`src/hw/rtl/ltcw_pkg.sv`:
```
// ----------------------------------------------------------------------------
// ltcw_pkg
// Shared widths, codes and controller/datapath interface types for the
// load cell tare and calibration weigher.
// ----------------------------------------------------------------------------
package ltcw_pkg;

  localparam int SAMPLE_BITS   = 24;
  localparam int FRACTION_BITS = 16;

  localparam int KW_BITS       = 16;
  localparam int CNT_BITS      = 8;
  localparam int RES_BITS      = 32;
  localparam int CFG_ADDR_BITS = 1;
  localparam int CFG_DATA_BITS = KW_BITS;

  // running sum of up to 255 samples never wraps
  localparam int SUM_BITS  = SAMPLE_BITS + CNT_BITS;
  localparam int DIFF_BITS = SAMPLE_BITS + 1;
  // magnitude times 100 stays below 2^(DIFF_BITS + 7)
  localparam int NUM_BITS  = DIFF_BITS + 7;
  localparam int DVD_BITS  = NUM_BITS + FRACTION_BITS;
  localparam int DEN_BITS  = RES_BITS;
  localparam int DIV_CNT_BITS = $clog2(DVD_BITS + 1);

  localparam int IN_DATA_BITS  = ((SAMPLE_BITS + 7) / 8) * 8;
  localparam int OUT_DATA_BITS = ((2 * RES_BITS + SAMPLE_BITS + 7) / 8) * 8;

  localparam logic [NUM_BITS-1:0] CENTI_SCALE = NUM_BITS'(100);

  localparam logic [RES_BITS-1:0] FACTOR_RESET =
    RES_BITS'((64'd7417 << FRACTION_BITS) / 64'd100);
  localparam logic [KW_BITS-1:0]  KNOWN_WEIGHT_RESET = KW_BITS'(796);
  localparam logic [CNT_BITS-1:0] AVG_COUNT_RESET    = CNT_BITS'(20);

  localparam logic [DVD_BITS-1:0] SAT_POS = DVD_BITS'((64'd1 << (RES_BITS - 1)) - 64'd1);
  localparam logic [DVD_BITS-1:0] SAT_NEG = DVD_BITS'(64'd1 << (RES_BITS - 1));

  // register indexes
  localparam logic [CFG_ADDR_BITS-1:0] REG_KNOWN_WEIGHT = 1'd0;
  localparam logic [CFG_ADDR_BITS-1:0] REG_AVG_COUNT    = 1'd1;

  // opcodes
  localparam logic [1:0] OP_SAMPLE = 2'd0;
  localparam logic [1:0] OP_TARE   = 2'd1;
  localparam logic [1:0] OP_CAL    = 2'd2;

  // result kinds
  localparam logic [1:0] KIND_WEIGHT = 2'd0;
  localparam logic [1:0] KIND_TARE   = 2'd1;
  localparam logic [1:0] KIND_CAL    = 2'd2;
  localparam logic [1:0] KIND_ZERO   = 2'd3;

  typedef enum logic [1:0] {
    MODE_IDLE = 2'd0,
    MODE_TARE = 2'd1,
    MODE_CAL  = 2'd2
  } mode_t;

  typedef enum logic [1:0] {
    DIV_AVG = 2'd0,
    DIV_CAL = 2'd1,
    DIV_WGT = 2'd2
  } div_sel_t;

  typedef enum logic [3:0] {
    S_IDLE,
    S_DECODE,
    S_AVG_GO,
    S_AVG_WAIT,
    S_CAL_GO,
    S_CAL_WAIT,
    S_MUL,
    S_WGT_GO,
    S_WGT_WAIT,
    S_OUT
  } state_t;

  typedef struct packed {
    logic       capture;
    logic       start_avg;
    logic       accumulate;
    logic       clear_avg;
    logic       div_start;
    div_sel_t   div_sel;
    logic       mul;
    logic       load_offset;
    logic       load_avg;
    logic       load_factor;
    logic       load_weight;
    logic       set_kind;
    logic [1:0] kind;
    logic       out_load;
  } ltcw_cmd_t;

  typedef struct packed {
    logic [1:0] opcode;
    logic       missing;
    mode_t      mode;
    logic       acc_done;
    logic       factor_zero;
    logic       div_done;
    logic       out_free;
  } ltcw_stat_t;

endpackage

```
`src/hw/rtl/ltcw_div.sv`:
```
// ----------------------------------------------------------------------------
// ltcw_div
// Restoring divider, one quotient bit per cycle, with sign and saturation of
// the quotient to the signed result width.
// ----------------------------------------------------------------------------
module ltcw_div (
  input  logic                                 clk,
  input  logic                                 rst,
  input  logic                                 start,
  input  logic [ltcw_pkg::DVD_BITS-1:0]        dividend,
  input  logic [ltcw_pkg::DEN_BITS-1:0]        divisor,
  input  logic                                 neg,
  output logic                                 done,
  output logic signed [ltcw_pkg::RES_BITS-1:0] quotient
);
  import ltcw_pkg::*;

  logic                    busy;
  logic [DIV_CNT_BITS-1:0] cnt;
  logic [DVD_BITS-1:0]     dq;
  logic [DEN_BITS-1:0]     rem;
  logic [DEN_BITS-1:0]     den;
  logic                    neg_q;

  logic [DEN_BITS:0]   trial;
  logic [DEN_BITS:0]   trial_sub;
  logic                ge;
  logic [DVD_BITS-1:0] limit;
  logic [DVD_BITS-1:0] sat;
  logic [DVD_BITS-1:0] signed_full;

  always_comb begin
    trial     = {rem, dq[DVD_BITS-1]};
    trial_sub = trial - {1'b0, den};
    ge        = trial >= {1'b0, den};
  end

  always_ff @(posedge clk) begin
    if (rst) begin
      busy <= 1'b0;
      done <= 1'b0;
      cnt  <= '0;
    end else begin
      done <= 1'b0;
      if (start) begin
        busy <= 1'b1;
        cnt  <= DIV_CNT_BITS'(DVD_BITS);
      end else if (busy) begin
        cnt <= cnt - 1'b1;
        if (cnt == DIV_CNT_BITS'(1)) begin
          busy <= 1'b0;
          done <= 1'b1;
        end
      end
    end
  end

  always_ff @(posedge clk) begin
    if (start) begin
      dq    <= dividend;
      rem   <= '0;
      den   <= divisor;
      neg_q <= neg;
    end else if (busy) begin
      rem <= ge ? trial_sub[DEN_BITS-1:0] : trial[DEN_BITS-1:0];
      dq  <= {dq[DVD_BITS-2:0], ge};
    end
  end

  always_comb begin
    limit       = neg_q ? SAT_NEG : SAT_POS;
    sat         = (dq > limit) ? limit : dq;
    signed_full = neg_q ? (~sat + 1'b1) : sat;
    quotient    = signed'(signed_full[RES_BITS-1:0]);
  end

endmodule

```
`src/hw/rtl/ltcw_dp.sv`:
```
// ----------------------------------------------------------------------------
// ltcw_dp
// Datapath: configuration registers, tare offset and factor, averaging
// accumulator, weight product, shared serial divider and output register.
// ----------------------------------------------------------------------------
module ltcw_dp (
  input  logic                                  clk,
  input  logic                                  rst,
  input  ltcw_pkg::ltcw_cmd_t                   cmd,
  output ltcw_pkg::ltcw_stat_t                  stat,
  input  logic [ltcw_pkg::IN_DATA_BITS-1:0]     s_tdata,
  input  logic [1:0]                            s_tuser,
  input  logic                                  cfg_we,
  input  logic [ltcw_pkg::CFG_ADDR_BITS-1:0]    cfg_addr,
  input  logic [ltcw_pkg::CFG_DATA_BITS-1:0]    cfg_data,
  output logic                                  m_tvalid,
  input  logic                                  m_tready,
  output logic [ltcw_pkg::OUT_DATA_BITS-1:0]    m_tdata,
  output logic [1:0]                            m_tuser
);
  import ltcw_pkg::*;

  logic [KW_BITS-1:0]            known_weight;
  logic [CNT_BITS-1:0]           avg_count;
  logic [1:0]                    opcode;
  logic signed [SAMPLE_BITS-1:0] sample;
  logic signed [SAMPLE_BITS-1:0] tare_offset;
  logic signed [RES_BITS-1:0]    factor;
  mode_t                         mode;
  logic signed [SUM_BITS-1:0]    running_sum;
  logic [CNT_BITS-1:0]           valid_count;
  logic signed [SAMPLE_BITS-1:0] avg;
  logic [NUM_BITS-1:0]           prod;
  logic                          prod_neg;
  logic [1:0]                    res_kind;
  logic signed [RES_BITS-1:0]    res_weight;
  logic                          out_valid;
  logic [OUT_DATA_BITS-1:0]      out_data;
  logic [1:0]                    out_kind;

  logic [CNT_BITS-1:0]        n_eff;
  logic [KW_BITS-1:0]         kw_eff;
  logic [CNT_BITS-1:0]        cnt_inc;
  logic [SUM_BITS-1:0]        sum_mag;
  logic signed [DIFF_BITS-1:0] cal_diff;
  logic [DIFF_BITS-1:0]       cal_mag;
  logic signed [DIFF_BITS-1:0] wgt_diff;
  logic [DIFF_BITS-1:0]       wgt_mag;
  logic [RES_BITS-1:0]        fac_mag;
  logic [DVD_BITS-1:0]        div_dividend;
  logic [DEN_BITS-1:0]        div_divisor;
  logic                       div_neg;
  logic                       div_done;
  logic signed [RES_BITS-1:0] div_res;

  always_comb begin
    n_eff    = (avg_count == '0) ? CNT_BITS'(1) : avg_count;
    kw_eff   = (known_weight == '0) ? KW_BITS'(1) : known_weight;
    cnt_inc  = valid_count + 1'b1;
    sum_mag  = running_sum[SUM_BITS-1] ? (~running_sum + 1'b1) : running_sum;
    cal_diff = DIFF_BITS'(avg) - DIFF_BITS'(tare_offset);
    cal_mag  = cal_diff[DIFF_BITS-1] ? (~cal_diff + 1'b1) : cal_diff;
    wgt_diff = DIFF_BITS'(sample) - DIFF_BITS'(tare_offset);
    wgt_mag  = wgt_diff[DIFF_BITS-1] ? (~wgt_diff + 1'b1) : wgt_diff;
    fac_mag  = factor[RES_BITS-1] ? (~factor + 1'b1) : factor;
  end

  always_comb begin
    case (cmd.div_sel)
      DIV_AVG: begin
        div_dividend = DVD_BITS'(sum_mag);
        div_divisor  = DEN_BITS'(n_eff);
        div_neg      = running_sum[SUM_BITS-1];
      end
      DIV_CAL: begin
        div_dividend = DVD_BITS'(cal_mag) << FRACTION_BITS;
        div_divisor  = DEN_BITS'(kw_eff);
        div_neg      = cal_diff[DIFF_BITS-1];
      end
      DIV_WGT: begin
        div_dividend = DVD_BITS'(prod) << FRACTION_BITS;
        div_divisor  = DEN_BITS'(fac_mag);
        div_neg      = prod_neg;
      end
      default: begin
        div_dividend = '0;
        div_divisor  = DEN_BITS'(1);
        div_neg      = 1'b0;
      end
    endcase
  end

  ltcw_div u_div (
    .clk      (clk),
    .rst      (rst),
    .start    (cmd.div_start),
    .dividend (div_dividend),
    .divisor  (div_divisor),
    .neg      (div_neg),
    .done     (div_done),
    .quotient (div_res)
  );

  // control state
  always_ff @(posedge clk) begin
    if (rst) begin
      known_weight <= KNOWN_WEIGHT_RESET;
      avg_count    <= AVG_COUNT_RESET;
      tare_offset  <= '0;
      factor       <= FACTOR_RESET;
      mode         <= MODE_TARE;
      running_sum  <= '0;
      valid_count  <= '0;
      out_valid    <= 1'b0;
    end else begin
      if (cfg_we) begin
        case (cfg_addr)
          REG_KNOWN_WEIGHT: known_weight <= cfg_data;
          REG_AVG_COUNT:    avg_count    <= cfg_data[CNT_BITS-1:0];
          default: ;
        endcase
      end
      if (cmd.start_avg) begin
        mode        <= (opcode == OP_TARE) ? MODE_TARE : MODE_CAL;
        running_sum <= '0;
        valid_count <= '0;
      end
      if (cmd.accumulate) begin
        running_sum <= running_sum + SUM_BITS'(sample);
        valid_count <= cnt_inc;
      end
      if (cmd.clear_avg) begin
        mode        <= MODE_IDLE;
        running_sum <= '0;
        valid_count <= '0;
      end
      if (cmd.load_offset) tare_offset <= SAMPLE_BITS'(div_res);
      if (cmd.load_factor) factor <= div_res;
      if (cmd.out_load) begin
        out_valid <= 1'b1;
      end else if (m_tready) begin
        out_valid <= 1'b0;
      end
    end
  end

  // payload
  always_ff @(posedge clk) begin
    if (cmd.capture) begin
      opcode <= s_tuser;
      sample <= signed'(s_tdata[SAMPLE_BITS-1:0]);
    end
    if (cmd.load_avg) avg <= SAMPLE_BITS'(div_res);
    if (cmd.mul) begin
      prod     <= NUM_BITS'(wgt_mag) * CENTI_SCALE;
      prod_neg <= wgt_diff[DIFF_BITS-1] ^ factor[RES_BITS-1];
    end
    if (cmd.set_kind) begin
      res_kind <= cmd.kind;
      if (cmd.kind != KIND_WEIGHT) res_weight <= '0;
    end
    if (cmd.load_weight) res_weight <= div_res;
    if (cmd.out_load) begin
      out_data <= OUT_DATA_BITS'({factor, tare_offset, res_weight});
      out_kind <= res_kind;
    end
  end

  always_comb begin
    stat.opcode      = opcode;
    stat.missing     = (sample == '1);
    stat.mode        = mode;
    stat.acc_done    = (cnt_inc >= n_eff);
    stat.factor_zero = (factor == '0);
    stat.div_done    = div_done;
    stat.out_free    = !out_valid || m_tready;
  end

  assign m_tvalid = out_valid;
  assign m_tdata  = out_data;
  assign m_tuser  = out_kind;

endmodule

```
`src/hw/rtl/ltcw_ctrl.sv`:
```
// ----------------------------------------------------------------------------
// ltcw_ctrl
// Controller: sequences decode, averaging, calibration and weight division
// steps and the result transfer.
// ----------------------------------------------------------------------------
module ltcw_ctrl (
  input  logic                 clk,
  input  logic                 rst,
  input  logic                 s_tvalid,
  output logic                 s_tready,
  input  ltcw_pkg::ltcw_stat_t stat,
  output ltcw_pkg::ltcw_cmd_t  cmd
);
  import ltcw_pkg::*;

  state_t state;
  state_t state_next;

  always_ff @(posedge clk) begin
    if (rst) begin
      state <= S_IDLE;
    end else begin
      state <= state_next;
    end
  end

  always_comb begin
    state_next  = state;
    cmd         = '0;
    cmd.div_sel = DIV_AVG;
    s_tready    = 1'b0;
    case (state)
      S_IDLE: begin
        // no transfer while reset is held
        s_tready    = !rst;
        cmd.capture = s_tvalid && s_tready;
        if (s_tvalid && s_tready) state_next = S_DECODE;
      end
      S_DECODE: begin
        state_next = S_IDLE;
        if (stat.opcode == OP_TARE || stat.opcode == OP_CAL) begin
          cmd.start_avg = 1'b1;
        end else if (stat.opcode == OP_SAMPLE && !stat.missing) begin
          if (stat.mode != MODE_IDLE) begin
            cmd.accumulate = 1'b1;
            if (stat.acc_done) state_next = S_AVG_GO;
          end else if (stat.factor_zero) begin
            cmd.set_kind = 1'b1;
            cmd.kind     = KIND_ZERO;
            state_next   = S_OUT;
          end else begin
            state_next = S_MUL;
          end
        end
      end
      S_AVG_GO: begin
        cmd.div_start = 1'b1;
        cmd.div_sel   = DIV_AVG;
        state_next    = S_AVG_WAIT;
      end
      S_AVG_WAIT: begin
        cmd.div_sel = DIV_AVG;
        if (stat.div_done) begin
          cmd.clear_avg = 1'b1;
          if (stat.mode == MODE_TARE) begin
            cmd.load_offset = 1'b1;
            cmd.set_kind    = 1'b1;
            cmd.kind        = KIND_TARE;
            state_next      = S_OUT;
          end else begin
            cmd.load_avg = 1'b1;
            state_next   = S_CAL_GO;
          end
        end
      end
      S_CAL_GO: begin
        cmd.div_start = 1'b1;
        cmd.div_sel   = DIV_CAL;
        state_next    = S_CAL_WAIT;
      end
      S_CAL_WAIT: begin
        cmd.div_sel = DIV_CAL;
        if (stat.div_done) begin
          cmd.load_factor = 1'b1;
          cmd.set_kind    = 1'b1;
          cmd.kind        = KIND_CAL;
          state_next      = S_OUT;
        end
      end
      S_MUL: begin
        cmd.mul    = 1'b1;
        state_next = S_WGT_GO;
      end
      S_WGT_GO: begin
        cmd.div_start = 1'b1;
        cmd.div_sel   = DIV_WGT;
        state_next    = S_WGT_WAIT;
      end
      S_WGT_WAIT: begin
        cmd.div_sel = DIV_WGT;
        if (stat.div_done) begin
          cmd.load_weight = 1'b1;
          cmd.set_kind    = 1'b1;
          cmd.kind        = KIND_WEIGHT;
          state_next      = S_OUT;
        end
      end
      S_OUT: begin
        // wait until the previous result transfer has gone
        if (stat.out_free) begin
          cmd.out_load = 1'b1;
          state_next   = S_IDLE;
        end
      end
      default: begin
        state_next = S_IDLE;
      end
    endcase
  end

endmodule

```
`src/hw/rtl/load_cell_tare_calibrate_weigher.sv`:
```
// Items are taken one at a time: the input is not ready again until the last
// item is through. The bit-serial divider sets the pace of weight, tare and
// calibration results, and a result waits until the output is free; items
// with no result (commands, averaged or missing samples) only pass decode.
// Reset (rst, synchronous) restores register defaults and starts a tare.
// ----------------------------------------------------------------------------
// load_cell_tare_calibrate_weigher
// Load cell front end: tare and span calibration by averaging, and weight in
// hundredths of a gram for each sample outside an averaging run.
// ----------------------------------------------------------------------------
module load_cell_tare_calibrate_weigher (
  input  logic                               clk,
  input  logic                               rst,
  input  logic                               s_tvalid,
  output logic                               s_tready,
  input  logic [ltcw_pkg::IN_DATA_BITS-1:0]  s_tdata,   // sample
  input  logic [1:0]                         s_tuser,   // opcode
  output logic                               m_tvalid,
  input  logic                               m_tready,
  // weight_centigrams, offset_value, factor_q16
  output logic [ltcw_pkg::OUT_DATA_BITS-1:0] m_tdata,
  output logic [1:0]                         m_tuser,   // kind
  input  logic                               cfg_we,
  input  logic [ltcw_pkg::CFG_ADDR_BITS-1:0] cfg_addr,
  input  logic [ltcw_pkg::CFG_DATA_BITS-1:0] cfg_data
);
  import ltcw_pkg::*;

  ltcw_cmd_t  cmd;
  ltcw_stat_t stat;

  ltcw_ctrl u_ctrl (
    .clk      (clk),
    .rst      (rst),
    .s_tvalid (s_tvalid),
    .s_tready (s_tready),
    .stat     (stat),
    .cmd      (cmd)
  );

  ltcw_dp u_dp (
    .clk      (clk),
    .rst      (rst),
    .cmd      (cmd),
    .stat     (stat),
    .s_tdata  (s_tdata),
    .s_tuser  (s_tuser),
    .cfg_we   (cfg_we),
    .cfg_addr (cfg_addr),
    .cfg_data (cfg_data),
    .m_tvalid (m_tvalid),
    .m_tready (m_tready),
    .m_tdata  (m_tdata),
    .m_tuser  (m_tuser)
  );

endmodule

```
`config.mk`:
```
export PLATFORM = sky130hd
export DESIGN_NAME = load_cell_tare_calibrate_weigher
export DESIGN_NICKNAME = d
export VERILOG_FILES = /design/src/hw/rtl/ltcw_pkg.sv /design/src/hw/rtl/ltcw_div.sv /design/src/hw/rtl/ltcw_dp.sv /design/src/hw/rtl/ltcw_ctrl.sv /design/src/hw/rtl/load_cell_tare_calibrate_weigher.sv
export SDC_FILE = /design/constraint.sdc
export NUM_CORES = 1
export LEC_CHECK = 0
export BUFFER_PORTS_ARGS = -buffer_cell sky130_fd_sc_hd__buf_4
export CAP_MARGIN = 15
export CORE_ASPECT_RATIO = 1.75
export CORE_UTILIZATION = 55
export DETAILED_ROUTE_END_ITERATION = 6
export PLACE_DENSITY = 0.73
export SYNTH_ARGS = -nofsm -noshare
export SYNTH_HDL_FRONTEND = slang
export SYNTH_SLANG_ARGS = --single-unit
```
`constraint.sdc`:
```
create_clock -name clk -period 10.3 [get_ports clk]
set_input_delay 3.09 -clock clk [delete_from_list [all_inputs] [get_ports clk]]
set_output_delay 3.09 -clock clk [all_outputs]
set_load 0.01 [all_outputs]
```
; ---- After elaboration in Yosys (flattened, before gate mapping)
; Index checks and enable logic that the tools add are counted.
[word_totals]
register_bits = 453
input_bits = 48
out_inout_bits = 92
elab_cells = 175
[classes]
add_sub_neg = 11
n_mul = 1
n_lt_le_gt_ge = 3
n_eq_ne = 20
mux = 73
n_bitwise = 8
reduce_logical = 32
[ops]
columns = op, count
row1 = two-way mux 32 bit, 11
row2 = one-hot mux 48 bit (3 select lines), 1
row3 = "adder 32 x 1 -> 32 bit, second input constant", 3
row4 = two-way mux 48 bit, 2
row5 = inverter 32 bit, 3
row6 = one-hot mux 32 bit (3 select lines), 1
row7 = "adder 25 x 1 -> 25 bit, second input constant", 2
row8 = two-way mux 25 bit, 2
row9 = inverter 25 bit, 2
row10 = subtractor 24 x 24 -> 25 bit, 2
row11 = greater-than comparator 48 x 32 -> 1 bit, 1
row12 = two-way mux 4 bit, 10
row13 = one-hot mux 4 bit (9 select lines), 1
row14 = >= comparator 33 x 32 -> 1 bit, 1
row15 = adder 32 x 24 -> 32 bit, 1
row16 = logical NOT 32 bit, 1
row17 = subtractor 32 bit, 1
row18 = "multiplier 25 x 5 -> 30 bit, second input constant", 1
row19 = "== test 24 bit, second input constant", 1
row20 = two-way mux 1 bit, 24
row21 = two-way mux 8 bit, 3
row22 = two-way mux 3 bit, 7
row23 = "== test 4 x 3 -> 1 bit, second input constant", 4
row24 = logical NOT 16 bit, 1
row25 = other kinds (30), 62

; ---- Logic depth before layout (Yosys ltp)
; Gate-level depths: netlist of run 1.
[depth]
ltp_word = 10
depth_mapped = 31
ltp_nobuf = 29

; ---- Cells and area by module
; A second synthesis of run 1 with hierarchy kept.
[unflattened]
hier_cells = 3122
hier_area_um2 = 29669.7
[modules_own_cells]
columns = mod, instances, cells_per_inst, area_per_inst_um2, seq_area_each_um2
row1 = ltcw_dp, 1, 2170, 20926.3, 8618.3
row2 = ltcw_div, 1, 862, 8127.8, 3233.1
row3 = ltcw_ctrl, 1, 90, 615.6, 80.1

; ---- Worst setup path before layout of run 1
; No wires, ideal clock.
[synth_path]
path_kind = input-to-reg
startpoint = input m_tready
endpoint = register u_dp.out_data[0], in the netlist u_dp.m_tdata[0] (enable)
t_arrival_ns = 6.906
t_required_ns = 9.761
path_slack_ns = 2.854
path_stages = 2
path_buffers = 0
path_cell_list = nor2b_1 nor2_1
[synth_lines]
columns = item, line
row1 = from (decl), load_cell_tare_calibrate_weigher.sv:19  ; input logic m_tready,
row2 = to (signal assigned), ltcw_dp.sv:164  ; out_data <= OUT_DATA_BITS'({factor, tare_offset, res_weight});
row3 = to (decl), ltcw_dp.sv:38  ; logic [OUT_DATA_BITS-1:0] out_data;

; ---- Final worst setup path of run 1
[layout_path]
startpoint = register u_dp.sample[0]
endpoint = register u_dp.prod[30], data pin
[layout_between]
elab_chain_cells = 5
[layout_lines]
columns = item, line
row1 = from (decl), ltcw_dp.sv:26  ; logic signed [SAMPLE_BITS-1:0] sample;
row2 = from (signal assigned), ltcw_dp.sv:151  ; sample <= signed'(s_tdata[SAMPLE_BITS-1:0]);
row3 = subtractor 24 x 24 -> 25 bit *, ltcw_dp.sv:63  ; wgt_diff = DIFF_BITS'(sample) - DIFF_BITS'(tare_offset);
row4 = inverter 25 bit, ltcw_dp.sv:64  ; wgt_mag = wgt_diff[DIFF_BITS-1] ? (~wgt_diff + 1'b1) : wgt_diff;
row5 = adder 25 x 1 -> 25 bit, ltcw_dp.sv:64
row6 = two-way mux 25 bit *, ltcw_dp.sv:64
row7 = multiplier 25 x 5 -> 30 bit *, ltcw_dp.sv:155  ; prod <= NUM_BITS'(wgt_mag) * CENTI_SCALE;
row8 = to (signal assigned), ltcw_dp.sv:155
row9 = to (decl), ltcw_dp.sv:33  ; logic [NUM_BITS-1:0] prod;
; Every way passes the cells marked *; elsewhere a longest branch is shown, timed or not.
; A chain may end at the register's enable or synchronous reset.

==> flow_metrics.py, run 1 <==
metrics = {
    "pwr": {
        "irDropWorstVdd_v": 0.0004978,
        "powerDensity_nw_per_um2": 302.7,
        "p_leak_nw": 13.14,
    },
    "layout": {
        "layout.cell_area.non_filler_um2": 32760,
        "post_route_cells_drive_above_1_share_pct": 9.859,
        "nets_finish": 3604,
        "final_common_cell": "nand2_1",
        "antennaDiodeCount": 0,
        "area_added_between_synthesis_and_finish_pct": 10.85,
        "fill_cells": 4532,
        "most-common-layout-cells": "nand2_1, edfxtp_1, a21oi_1, ha_1, nor2_1",
    },
    "global_route": {
        "global_route_wire_length_before_repair_mm": 138.2,
        "gr-total-overflow": 0,
        "number_of_global_route_vias_before_repair": 24570,
        "grt_antenna_before_repair": 1,
        "groute.layer.met2.usage_pct": 59.77,
        "global_route.usage.met3_pct": 4.892,
        "grtUsageTotal_pct": 33.22,
        "globalRoute.busiestLayer": "met2",
        "met1_usage_pct": 33.16,
        "grt_max_degree": 84,
    },
    "placement": {
        "numPortBuffers": 139,
        "dp_hpwl_mm": 69.70,
        "gpl.final_weighted_congestion": 1.053,
        "placed_cell_area_um2": 31220,
    },
    "min_path": {
        "worst_hold_startpoint": "u_dp.res_weight[21]$_SDFFCE_PN0P_",
        "worst_hold_path_type": "reg2reg",
        "timing.hold.worst_path_depth": 0,
    },
    "routing": {
        "drt.antenna.violating_nets": 0,
        "dr.pass1.iters": 7,
        "routed_vias": 24930,
        "residual_drc": 0,
        "routed_length_per_instance_um": 22.83,
        "drt-vias-per-instance": 6.214,
        "drt_iter0_drc": 2113,
        "routed_wl_mm": 91.56,
    },
    "synth": {
        "synthDistinctLibCells": 90,
        "number_of_enable_type_register_cells_in_the_synthesized_netlist": 286,
        "netlist_area_um2": 29560,
        "synth_area_leader_cell": "edfxtp_1",
        "syn-num-nets": 3517,
        "synth_warnings": 0,
        "ys_top_cells_by_area": "edfxtp_1, dfxtp_1, ha_1",
        "synthCells": 3204,
        "ys_dominant_reg_cell": "edfxtp_1",
        "synth.yosys.seq_area_share_pct": 40.37,
        "number_of_storage_elements_in_the_synthesis_netlist": 453,
        "synth_async_sr_flop_share_pct": 0,
        "synth.avg_cell_area_um2": 9.225,
        "yosys.area.top_type_share_pct": 29.06,
    },
    "clock_tree": {
        "post_cts_hold_buffer_count": 0,
        "buffer_levels_on_the_longest_clock_path": 3,
        "clkTransAtPathRegs_ps": 70,
        "ctsResizeCount": 0,
        "post-cts-setup-buffers": 0,
        "root_buffer": "clkbuf_16",
        "cts_made_buffers": 44,
        "h-tree-depth": 2,
        "clk_latency_ps": 580,
        "tritoncts_num_sinks": 453,
        "tritoncts_clock_tree": "yes",
    },
    "worst_setup_path": {
        "worst_r2r_startpoint": "u_dp.sample[0]$_DFFE_PP_",
        "type_of_destination_of_the_critical_path": "flip-flop",
        "worst-r2r-cell-count": 30,
        "top_cell_by_count_worst_path": "a21oi_1",
        "largest_stage_delay_on_the_critical_path_ps": 580,
        "critPathSlowestCell": "o31ai_1",
        "reg2reg_slack_ps": 2960,
        "cp_data_arrival_time_ps": 7670,
        "cp_max_fo": 26,
        "cp-startpoint": "u_dp.sample[0]$_DFFE_PP_",
        "startpoint_type": "flip-flop",
        "cp.required_ps": 10630,
        "critical_path_class": "reg2reg",
    },
    "die": {
        "num_rows": 112,
        "fp.coreArea_um2": 53250,
        "die_extent_in_y_um": 308.7,
        "io_pins": 140,
        "floorplan.initialDensity_pct": 55.50,
        "dieWidth_um": 177.2,
        "design.die.area_um2": 54710,
    },
    "timing": {
        "period_needed_ps": 7345,
        "setup_tns_ps": 0,
        "timing.final.setup_violations": 0,
        "clock_skew_ps": 16.31,
        "final-hold-violation-count": 0,
        "timing.final.max_slew_violations": 0,
        "tightestPinTransition_ps": 1336,
        "final.period_utilization_pct": 71.31,
        "unrepaired_setup_endpoints_after_global_routing": "no",
        "maxClockFrequency_mhz": 136.2,
        "relSlewSlack_pct": 10.42,
    },
    "job": {
        "max_cap_violations": 0,
    },
    "run_status": {
        "outcome": "finished clean",
    },
}
==> worst max-delay path, delay by kind of cell (launching register included) <==
family | cells | cell delay, ps
AOI/OAI and AO/OA | 16 | 3850
adders and majority gates | 6 | 1840
DFF | 1 | 420
buffers and inverters | 4 | 410
xor gates and xnor gates | 2 | 350
and+or+nand+nor | 2 | 240
==> metal layers <==
layer / wire [um] / part of all wire [%]
met1: 31060 / 34
met4: 8741 / 9.5
met3: 5117 / 5.6
met5: 0 / 0
met2: 46640 / 51
==> path summary, 6_finish.rpt <==
| kind | to |
|---|---|
| worst max-delay path | u_dp.prod[30]$_DFFE_PP_ |
| worst min-delay path | u_dp.m_tdata[21]$_DFFE_PP_ |
| worst max register to register | u_dp.prod[30]$_DFFE_PP_ |
| worst min register to register | u_dp.m_tdata[21]$_DFFE_PP_ |
==> state kept, by name (all words and copies together) (netlist names), 6 cells and up <==
register / count
u_dp.u_div.cnt: 6
u_dp.factor: 32
u_dp.u_div.rem: 32
u_dp.u_div.den: 32
u_dp.prod: 30
u_dp.avg: 24
u_dp.running_sum: 32
u_dp.m_tdata: 88
u_dp.u_div.dq: 48
u_dp.avg_count: 8
u_dp.valid_count: 8
u_dp.known_weight: 16
u_dp.sample: 24
u_dp.tare_offset: 24
u_dp.res_weight: 32
==> cells by family (layout without fill, tap and decap cells) <==
| logic type | Yosys count | after routing | share of synthesized area [%] |
|---|---|---|---|
| mux | 21 | 21 | 0.7281 |
| flops | 453 | 453 | 40.37 |
| xor+xnor | 240 | 240 | 7.137 |
| buf+inv | 336 | 459 | 4.335 |
| simple gates | 1034 | 1034 | 16.76 |
| compound gates | 855 | 855 | 18.85 |
| fa+ha+maj | 265 | 265 | 11.83 |
==> layout make-up <==
| class | instances | area (um2) | share of cell area, % |
|---|---|---|---|
| multi-input cells | 2415 | 16390 | 50.02 |
| flip-flops and latches | 453 | 11930 | 36.42 |
| repair buffers | 172 | 1309 | 3.995 |
| clock buffers | 52 | 1171 | 3.575 |
| well taps | 684 | 855.8 | 2.612 |
| inverters | 205 | 769.5 | 2.349 |
| clock inverters | 30 | 337.8 | 1.031 |
==> power breakdown <==
group	leakage (nW)	switching (mW)	internal [mW]
clock	0.726	0.758	0.955
combinational	8.42	3.32	2.25
sequential	4.00	0.225	2.40
==> cells in the mapped netlist (25+ instances only) <==
master / instances
nand2_1: 348
edfxtp_1: 286
a21oi_1: 276
ha_1: 241
nor2_1: 240
inv_1: 203
dfxtp_1: 167
o21ai_0: 154
xnor2_1: 120
xor2_1: 119
clkbuf_1: 103
nand3_1: 94
a21o_1: 78
nor3_1: 56
nand4_1: 48
a211oi_1: 39
and3_1: 34
nor4_1: 31
a31oi_1: 30
nand2b_1: 30
or3_1: 28
o31ai_1: 27
nor2b_1: 25
==> per-stage QoR <==
stage               worst slack [ps]  utilization [%]  power (mW)  cells  hold slack [ps]
floorplan                       2854                -       6.749   3204            400.3
detailed placement              3001            58.63       8.166   3927            405.7
finish                          2956            61.52       9.916   4011            421.3
global placement                3139            58.63       7.944   3927            404.3
CTS                             2977            61.46       9.900   4009            422.9
global route                    2364            61.52       10.65   4011            425.2
Power figures use the tool's default switching activity.
==> run 2: changes to the inputs <==
- PLACE_DENSITY: 0.73 -> 0.75
- clock period: 10.3 -> 6.7 ns (I/O delays scaled with it)
==> run 2 against run 1 <==
Net effect:
- sequential power increased by 54%
- clock-buffer cell count rose by 9
- highest routed layer unchanged
- global-route usage up 1.3 points
- sequential share of layout area is 1.2 points lower
- critical path type unchanged
- sequential cell count unchanged
- design area is 3.5% higher
- critical path depth is 3 lower
- power rose by 68%
- clock power grew 53%
- worst setup slack got worse by 2700 ps
- utilization increased by 2.1 points
- die area stayed put
- critical endpoint is now u_dp.prod[31]$_DFFE_PP_
==> flow_metrics.py, run 2 (synthesis results as in run 1) <==
metrics = {
    "run_status": {
        "outcome": "finished clean",
    },
    "timing": {
        "maxClockFrequency_mhz": 155.9,
        "timing.final.max_slew_violations": 0,
        "relSlewSlack_pct": 20.66,
        "setup_tns_ps": 0,
        "final.period_utilization_pct": 95.72,
        "period_needed_ps": 6413,
        "final_critical_path_setup_slack_ps": 286.7,
        "clock_skew_ps": 17.10,
        "tightestPinTransition_ps": 1186,
        "timing.final.setup_violations": 0,
        "final-hold-violation-count": 0,
    },
    "pwr": {
        "p_leak_nw": 13.85,
        "irDropWorstVdd_v": 0.001139,
        "powerDensity_nw_per_um2": 491.4,
    },
    "layout": {
        "final_common_cell": "nand2_1",
        "area_added_between_synthesis_and_finish_pct": 14.69,
        "largest_reg_flops": 88,
        "finalNonFillerCells": 4149,
        "post_route_cells_drive_above_1_share_pct": 13.77,
        "nets_finish": 3741,
        "most-common-layout-cells": "nand2_1, buf_4, edfxtp_1, a21oi_1, ha_1",
        "fill_cells": 4468,
    },
    "worst_setup_path": {
        "cp.required_ps": 7020,
        "type_of_destination_of_the_critical_path": "flip-flop",
        "cp_data_arrival_time_ps": 6730,
        "startpoint_type": "flip-flop",
        "critPathSlowestCell": "fa_1",
        "top_cell_by_count_worst_path": "ha_1",
        "critical_path_class": "reg2reg",
        "cp_max_fo": 4,
        "largest_stage_delay_on_the_critical_path_ps": 530,
    },
    "die": {
        "num_rows": 112,
        "fp.coreArea_um2": 53250,
        "io_pins": 140,
        "design.die.area_um2": 54710,
        "dieWidth_um": 177.2,
        "die_extent_in_y_um": 308.7,
        "floorplan.initialDensity_pct": 55.50,
    },
    "global_route": {
        "global_route_wire_length_before_repair_mm": 142.6,
        "grt_max_degree": 73,
        "number_of_global_route_vias_before_repair": 25490,
        "grtUsageTotal_pct": 34.50,
        "grt_antenna_before_repair": 1,
        "gr-total-overflow": 0,
    },
    "clock_tree": {
        "buffer_levels_on_the_longest_clock_path": 3,
        "tritoncts_num_sinks": 453,
        "cts_made_buffers": 44,
        "clk_latency_ps": 580,
        "root_buffer": "clkbuf_16",
        "tritoncts_clock_tree": "yes",
        "h-tree-depth": 2,
        "clkTransAtPathRegs_ps": 70,
    },
    "placement": {
        "gpl.final_weighted_congestion": 1.014,
        "numPortBuffers": 139,
        "dp_hpwl_mm": 73.86,
        "pre_cts_ws_ps": -106.1,
        "placedCellCount": 4055,
    },
    "routing": {
        "routed_vias": 25610,
        "drt.antenna.violating_nets": 0,
        "routed_length_per_instance_um": 23.08,
        "drt-vias-per-instance": 6.172,
        "routed_wl_mm": 95.77,
        "drt_iter0_drc": 1904,
        "residual_drc": 0,
        "dr.pass1.iters": 6,
    },
    "job": {
        "max_cap_violations": 0,
    },
    "min_path": {
        "worst_hold_path_type": "reg2reg",
    },
}
[run 2: changes by cell type in the layout (fill, tap and decap cells not counted), sizes merged]
| cell | previous run | this run |
|---|---|---|
| diode | 0 | 1 |
| clkinvlp | 7 | 2 |
| inv | 211 | 209 |
| buf | 172 | 309 |
| bufinv | 5 | 3 |
| clkbuf | 52 | 61 |
[run 2: path summary, 6_finish.rpt]
kind              cells after the start                    endpoint                               from  slack (ps)
setup / recovery                     27     u_dp.prod[31]$_DFFE_PP_           u_dp.sample[0]$_DFFE_PP_         290
hold / removal                        0  u_dp.m_tdata[12]$_DFFE_PP_  u_dp.res_weight[12]$_SDFFCE_PN0P_         420
setup reg to reg                     27     u_dp.prod[31]$_DFFE_PP_           u_dp.sample[0]$_DFFE_PP_         290
hold reg to reg                       0  u_dp.m_tdata[12]$_DFFE_PP_  u_dp.res_weight[12]$_SDFFCE_PN0P_         420
[run 2: area by class of cell]
cell class              instances  area [um2]  area share (%)
multi-input cells            2415       16510           48.70
flip-flops and latches        453       11930           35.20
repair buffers                309        2337           6.895
clock buffers                  61        1259           3.713
well taps                     684       855.8           2.525
inverters                     205       769.5           2.270
clock inverters                21       231.5          0.6829
diodes                          1       2.502        0.007382
[run 2: metal layers]
metal	GRT usage [%]	up-vias	part of all wire [%]
met5	0	-	0
met4	30.91	0	10
met3	4.425	344	5.0
met2	63.10	880	51
met1	33.38	12290	34
li1	-	12090	-
[run 2: through the flow]
stage                     power (mW)  hold slack [ps]  cell area (um2)  util [%]
after global routing           17.86            420.9            33900     63.65
after detailed placement       13.85            404.5            32180     60.43
after CTS                      16.50            414.7            33670     63.23
after global placement         13.53            402.5            32180     60.43
final                          16.66            415.9            33900     63.66
after floorplan                10.38            400.3            29560         -
[run 2: report_power, final]
| part | total, mW | internal, mW | switching, mW |
|---|---|---|---|
| registers | 4.04 | 3.70 | 0.344 |
| logic | 10.0 | 4.42 | 5.59 |
| clock network | 2.61 | 1.45 | 1.15 |
[run 2: worst max-delay path, delay by kind of cell (launching register included)]
family / cells / cell delay, ps
buf+inv: 4 / 300
compound gates: 9 / 1740
fa+ha+maj: 6 / 1850
simple gates: 6 / 1620
xor+xnor: 2 / 290
flops: 1 / 350
[run 2: timing repair]
item                                    in CTS  in global routing
hold buffers                                 0                  0
endpoints found under the setup margin       3                 11
pin swaps                                    0                  9
setup buffers                                0                  9
resized for setup                            1                 25
